## config.mk

```make
export PLATFORM = sky130hd
export DESIGN_NAME = kth_largest_stream_select
export DESIGN_NICKNAME = d
export VERILOG_FILES = /design/src/rtl/ksel_pkg.sv /design/src/rtl/ksel_cell.sv /design/src/rtl/kth_largest_stream_select.sv
export SDC_FILE = /design/constraint.sdc
export NUM_CORES = 2
export LEC_CHECK = 0
export BUFFER_PORTS_ARGS = -buffer_cell sky130_fd_sc_hd__buf_2
export CAP_MARGIN = 5
export CORE_ASPECT_RATIO = 0.9
export CORE_MARGIN = 4
export CORE_UTILIZATION = 35
export CTS_BUF_LIST = sky130_fd_sc_hd__clkbuf_8 sky130_fd_sc_hd__clkbuf_16
export CTS_CLUSTER_SIZE = 28
export DETAILED_ROUTE_END_ITERATION = 12
export GPL_TIMING_DRIVEN = 0
export PLACE_DENSITY = 0.51
export SLEW_MARGIN = 10
export SYNTH_ARGS = -nofsm -noshare
export SYNTH_HDL_FRONTEND = slang
export SYNTH_SLANG_ARGS = --single-unit
```

## constraint.sdc

```tcl
create_clock -name clk -period 26.5 [get_ports clk]
set_clock_uncertainty 0.1 [all_clocks]
set_input_delay 5.3 -clock clk [delete_from_list [all_inputs] [get_ports clk]]
set_output_delay 5.3 -clock clk [all_outputs]
set_load 0.01 [all_outputs]
```

## src/rtl/ksel_pkg.sv

```systemverilog
// ----------------------------------------------------------------------------
// ksel_pkg
// Shared types and constants for the streaming kth-largest selector.
// ----------------------------------------------------------------------------
package ksel_pkg;

    localparam int DATA_W = 32;
    localparam int RANK_W = 5;

    // per-beat control broadcast to every cell
    typedef struct packed {
        logic                     load;
        logic signed [DATA_W-1:0] sample;
    } ksel_ctrl_t;

    // data handed from one cell to its right-hand neighbor
    typedef struct packed {
        logic                     gt;
        logic signed [DATA_W-1:0] value;
    } ksel_link_t;

endpackage

```

## src/rtl/ksel_cell.sv

```systemverilog
// ----------------------------------------------------------------------------
// ksel_cell
// One slot of the sorted keep list: holds a value, compares it with the
// incoming sample and takes the sample, its left neighbor's value or keeps its own.
// ----------------------------------------------------------------------------
module ksel_cell (
    input  logic                clk,
    input  ksel_pkg::ksel_ctrl_t ctrl,
    input  logic                slot_valid,
    input  ksel_pkg::ksel_link_t left,
    output ksel_pkg::ksel_link_t right,
    output logic signed [ksel_pkg::DATA_W-1:0] value_next
);
    import ksel_pkg::*;

    logic signed [DATA_W-1:0] value_reg;
    logic                     gt;

    // an empty slot ranks below any sample
    assign gt = !slot_valid || (ctrl.sample > value_reg);

    // shift right when the insert point is to the left, else take the sample if it ranks higher, else hold
    always_comb
    begin
        if (left.gt)
            value_next = left.value;
        else if (gt)
            value_next = ctrl.sample;
        else
            value_next = value_reg;
    end

    always_ff @(posedge clk)
    begin
        if (ctrl.load)
            value_reg <= value_next;
    end

    assign right.gt    = gt;
    assign right.value = value_reg;

endmodule

```

## src/rtl/kth_largest_stream_select.sv

```systemverilog
// ----------------------------------------------------------------------------
// kth_largest_stream_select
// Streaming top-k selector built as a chain of sorted keep cells.
// ----------------------------------------------------------------------------
// The block takes one sample beat per clock and keeps the largest k_rank
// values of the current set in a row of MAX_RANK cells, sorted largest
// first; every beat inserts in parallel across the cells, so the rate is one
// beat per cycle whenever the output register is free or being drained. The
// beat flagged tlast produces one result beat on the next cycle: the kth
// largest value in tdata and, in tuser, whether at least k values arrived
// (tdata is zero when not). The cell row needs no clearing after reset.
// k_rank of 0 acts as 1 and values above MAX_RANK act as MAX_RANK; a new
// rank written within a set applies from the next beat and never trims the
// values already held.
// ----------------------------------------------------------------------------
module kth_largest_stream_select #(
    parameter int MAX_RANK = 16
) (
    input  logic                        clk,
    input  logic                        rst_n,
    // configuration: k_rank
    input  logic                        cfg_valid,
    output logic                        cfg_ready,
    input  logic [ksel_pkg::RANK_W-1:0] cfg_data,
    // input stream
    input  logic                        s_axis_tvalid,
    output logic                        s_axis_tready,
    input  logic [31:0]                 s_axis_tdata,   // [31:0] sample_value
    input  logic                        s_axis_tlast,   // last_of_set
    // result stream
    output logic                        m_axis_tvalid,
    input  logic                        m_axis_tready,
    output logic [31:0]                 m_axis_tdata,   // [31:0] kth_value
    output logic [0:0]                  m_axis_tuser    // [0] enough_items
);
    import ksel_pkg::*;

    localparam int CW = $clog2(MAX_RANK + 1);
    localparam int IW = (MAX_RANK > 1) ? $clog2(MAX_RANK) : 1;
    localparam int KW = (CW > RANK_W) ? CW : RANK_W;

    logic [RANK_W-1:0]        k_rank_reg;
    logic [CW-1:0]            count_reg;
    logic [CW-1:0]            count_next;
    logic [KW-1:0]            eff_rank;
    logic [CW-1:0]            count_after;
    logic [CW-1:0]            min_pos;
    logic [IW-1:0]            min_idx;
    logic                     enough;
    logic                     accept;
    logic                     out_valid_reg;
    logic signed [DATA_W-1:0] kth_reg;
    logic                     enough_reg;

    ksel_ctrl_t               ctrl;
    ksel_link_t               links [0:MAX_RANK];
    logic signed [DATA_W-1:0] cell_next [0:MAX_RANK-1];

    // configuration register
    assign cfg_ready = 1'b1;

    always_ff @(posedge clk or negedge rst_n)
    begin
        if (!rst_n)
            k_rank_reg <= RANK_W'(1);
        else if (cfg_valid && cfg_ready)
            k_rank_reg <= cfg_data;
    end

    // rank clamped to 1..MAX_RANK
    always_comb
    begin
        eff_rank = KW'(k_rank_reg);
        if (eff_rank == '0)
            eff_rank = KW'(1);
        else if (eff_rank > KW'(MAX_RANK))
            eff_rank = KW'(MAX_RANK);
    end

    // input handshake and cell control
    assign s_axis_tready = !out_valid_reg || m_axis_tready;
    assign accept        = s_axis_tvalid && s_axis_tready;
    assign ctrl.load     = accept;
    assign ctrl.sample   = s_axis_tdata;

    // fill count grows until it reaches the rank
    assign count_after = (KW'(count_reg) < eff_rank) ? count_reg + CW'(1) : count_reg;
    assign count_next  = s_axis_tlast ? '0 : count_after;
    assign enough      = KW'(count_after) >= eff_rank;
    assign min_pos     = count_after - CW'(1);
    assign min_idx     = min_pos[IW-1:0];

    always_ff @(posedge clk or negedge rst_n)
    begin
        if (!rst_n)
            count_reg <= '0;
        else if (accept)
            count_reg <= count_next;
    end

    // cell chain
    assign links[0].gt    = 1'b0;
    assign links[0].value = '0;

    for (genvar i = 0; i < MAX_RANK; i++)
    begin : g_cell
        ksel_cell u_cell (
            .clk        (clk),
            .ctrl       (ctrl),
            .slot_valid (count_reg > CW'(i)),
            .left       (links[i]),
            .right      (links[i+1]),
            .value_next (cell_next[i])
        );
    end

    // result register
    always_ff @(posedge clk or negedge rst_n)
    begin
        if (!rst_n)
            out_valid_reg <= 1'b0;
        else if (accept && s_axis_tlast)
            out_valid_reg <= 1'b1;
        else if (m_axis_tready)
            out_valid_reg <= 1'b0;
    end

    always_ff @(posedge clk)
    begin
        if (accept && s_axis_tlast)
        begin
            kth_reg    <= enough ? cell_next[min_idx] : '0;
            enough_reg <= enough;
        end
    end

    assign m_axis_tvalid   = out_valid_reg;
    assign m_axis_tdata    = kth_reg;
    assign m_axis_tuser[0] = enough_reg;

endmodule

```

==> results summary <==
The number of instances resized during post-cts repair is 0. Ranked by total cell area, the synthesized netlist is headed by sky130_fd_sc_hd__edfxtp_1, sky130_fd_sc_hd__ha_1, sky130_fd_sc_hd__mux2i_1. After clock tree synthesis, the flow added hold-fix buffers numbering 0.

The number of instances in the synthesized netlist is 5,157. The reported max-cap violation count is 0. The source-to-sink clock delay at the later pin of the worst-skew pair came out at 0.69 ns. The number of H-tree levels came out at 3. In this run the worst hold path is classified as reg -> reg. The largest family of logic cells by synthesized area is compound AO/OA/AOI/OAI gates. The critical path ends at m_axis_tdata[0].

The number of detailed-route iterations in the first pass is 6. The cell accounting for the most synthesized area is sky130_fd_sc_hd__edfxtp_1. The die covers 137,500 sq um. The largest net degree at the start of global routing is 97. The number of DRC violations after detailed routing came out at 0. The highest achievable clock rate is 82.93 MHz. The worst register-to-register path begins at k_rank_reg[4]. The worst setup path is launched from an input pin. The data arrival at the endpoint of the critical path came out at 12.43 ns. In the global route stage, overall resource usage came out at 29.21%. The total power is 6423 uW. CTS placed an instance of sky130_fd_sc_hd__clkbuf_16 at the clock tree root.

The total standard cell area after synthesis is 46,080 sq um. Summing the areas of all fa, ha and maj instances in the mapped netlist gives 14.31% of the synthesized area. The critical path capture point type is a flop. The worst register-to-register path has a depth of 20. The number of hold violations in the final report came out at 0. The register-to-register path setup slack is 17.71 ns. The total congestion overflow after global routing is 0. The compound-cell area share of the yosys netlist is 19.44%. The post-route netlist has 6.185% of its cells at a drive strength greater than 1. The post-detailed-route via-to-cell ratio is 5.991. The flow ran to the end, and the final reports show no timing, DRC or antenna violations. In the final layout, the multi-input gates occupy 26,060 sq um. The number of max-slew violations in the final report came to 0. Synthesis inferred 556 register bits.

Setup repair after global routing left no endpoint under its margin. The post-synthesis share of cell area spent on xor and xnor gates is 0.1303%. The count of pins on the block boundary is 79. The area of the placeable core came out at 131,000 sq um. The standard-cell row count came out at 126. The post-route standard cell area excluding fillers came out at 51,030 sq um.

The number of failing setup endpoints in the final timing report is 0. The worst IR drop on VDD is 73.44 uV. The post-route worst hold slack came out at 0.4189 ns. The endpoint identified for the worst register-to-register timing path is m_axis_tdata[0].

The synthesized netlist net count came out at 5,727. The transition time at the pin with the least slew margin is 1.322 ns. The most instantiated library cell after synthesis is sky130_fd_sc_hd__edfxtp_1. The proportion of register bits with asynchronous set or reset after synthesis is 1.978%. The iteration-0 DRC count of the detailed router is 5,208. After Yosys synthesis, and, or, nand and nor cells account for 13.59% of the synthesized area.

The final-layout fill cell count came out at 13,496. TritonCTS built the clock tree. The total number of nets in the final design is 5,884.

The tree built by TritonCTS fans out to 556 sinks. The clock period minus worst slack came out at 12.06 ns. The mean instance size in the synthesized netlist came out at 8.936 sq um.

In the final routed layout, each cell accounts on average for 29.28 um. The sum of negative setup slack is 0 ns. The first global-routing pass estimated 292.0 mm of wire.

After clock tree synthesis, the setup repair step added 0 buffers. For this run, the leading register cell type out of synthesis is sky130_fd_sc_hd__edfxtp_1. Measured along the y axis, the die boundary spans 352.2 um. The number of global-route vias before repair was 40,775. The maximum clock path buffer count came out at 3.

The effective utilization at floorplan came out at 35.17%. At the worst endpoint, the required time is 26.87 ns. The top fanout value on the critical path came out at 21. The number of warnings printed during yosys synthesis is 0. The wire-length estimate of the detail-placed layout is 169.0 mm. For this design the ratio of total power to cell area is 125.9 nW/um^2. The number of cells in the finished layout apart from fillers came out at 7,100.

After synthesis, the largest area contributor takes up 35.52% of total cell area. The antenna violation net count after detailed routing is 0. The die boundary width came out at 390.5 um. The multiplexer share of the synthesized area came out at 9.055%.

Tracing the worst setup path back leads to its startpoint at s_axis_tdata[0]. The commonest cells after synthesis are sky130_fd_sc_hd__edfxtp_1, sky130_fd_sc_hd__a21oi_1, sky130_fd_sc_hd__inv_1. The TritonCTS buffer count came out at 73.

The flip-flop count of the largest register, all copies and words added is 512. The sequential cell area in the final layout came out at 16,640 sq um. The final wirelength is 207.9 mm.

After clock tree synthesis, the clock-pin slew on the worst setup and hold paths is 0.06 ns. The number of input and output port buffers inserted came out at 76. By startpoint and endpoint, the worst setup path is classified as in -> reg. The count of different cell masters after synthesis came out at 89. Yosys mapped a number of flops with a built-in enable equal to 545. In this run the tightest slew margin relative to its limit is 11.87%. After synthesis, flip-flops and latches occupy 36.12% of the total area.

The share of the cycle needed by the critical path after routing is 45.50%. The analysis attributes to cell leakage a power of 0.02230 uW. Counting tap cells, the placed design contains a total of 6,967 instances. The area growth from synthesis to layout came out at 10.73%. The via total after detailed routing is 42,536.

The number of antenna violations at the first check in global routing came to 6. The final weighted congestion of routability-driven global placement is 0.9713. After detailed placement, the total cell area comes to 48,810 sq um.
-- power by group --
part	internal (uW)	switching, uW
Combinational	1140	2690
Clock	543	440
Sequential	1370	238
-- how the worst min path moves through the flow --
stage	start	end	slack (ns)	cells past startpoint
6_report	m_axis_tvalid	m_axis_tvalid	0.42	2
5_1_grt	m_axis_tvalid	m_axis_tvalid	0.46	2
4_1_cts	m_axis_tvalid	m_axis_tvalid	0.42	2
3_5_place_dp	m_axis_tvalid	m_axis_tvalid	0.41	2
3_3_place_gp	m_axis_tvalid	m_axis_tvalid	0.40	2
2_1_floorplan	k_rank_reg[3]	k_rank_reg[3]	0.40	1
-- cell families after synthesis --
group	after synthesis
mux	410
xor+xnor	6
other cells	1
simple gates	1355
fa+ha+maj	527
flops	556
compound gates	1439
buf+inv	863
-- cell usage in the layout (no fill, tap or decap), drive strengths merged, types with 55 or more instances in the layout --
cell type	count
nand2	422
a21oi	535
inv	549
mux2i	355
buf	192
ha	527
nand3	59
edfxtp	545
nand4	111
o221ai	77
a21o	69
nor2	530
clkbuf	295
o22ai	62
o21ai	333
mux2	55
-- through the flow --
| step | setup slack [ns] | utilization (%) |
|---|---|---|
| 2_1_floorplan | 8.743 | - |
| 3_3_place_gp | 0.4623 | 37.11 |
| 3_5_place_dp | 14.70 | 37.26 |
| 4_1_cts | 15.37 | 38.94 |
| 5_1_grt | 14.61 | 38.94 |
| 6_report | 14.44 | 38.95 |
-- layout make-up --
cell class / count / share of cell area, %
diodes: 4 / 0.01962
well taps: 1728 / 4.237
clock inverters: 55 / 0.6890
plain buffers: 331 / 2.732
flip-flops and latches: 556 / 32.62
multi-input cells: 3738 / 51.08
repair buffers: 82 / 1.069
inverters: 532 / 3.933
clock buffers: 74 / 3.629
-- worst max-delay path: stages --
cell	delay, ns
sky130_fd_sc_hd__buf_2	0.31
sky130_fd_sc_hd__clkinv_1	1.07
sky130_fd_sc_hd__ha_1	0.66
sky130_fd_sc_hd__inv_1	0.06
sky130_fd_sc_hd__a21oi_1	0.06
sky130_fd_sc_hd__o21ai_0	0.17
sky130_fd_sc_hd__a221oi_1	0.09
sky130_fd_sc_hd__o21ai_0	0.29
sky130_fd_sc_hd__a311o_1	0.25
sky130_fd_sc_hd__clkbuf_1	0.48
sky130_fd_sc_hd__clkbuf_1	0.63
sky130_fd_sc_hd__clkbuf_1	0.69
sky130_fd_sc_hd__mux2i_1	0.21
sky130_fd_sc_hd__o2bb2ai_1	0.19
sky130_fd_sc_hd__nor4b_1	0.95
sky130_fd_sc_hd__nand4b_1	0.58
sky130_fd_sc_hd__o21ai_1	0.38
-- per-layer routing --
metal	up-vias	global-route usage [%]	routed length, um
li1	19284	-	-
met1	20896	41.40	92280
met2	2003	44.41	89640
met3	351	5.598	18180
met4	2	9.924	7754
met5	-	0.6993	12
Power figures use the tool's default switching activity.
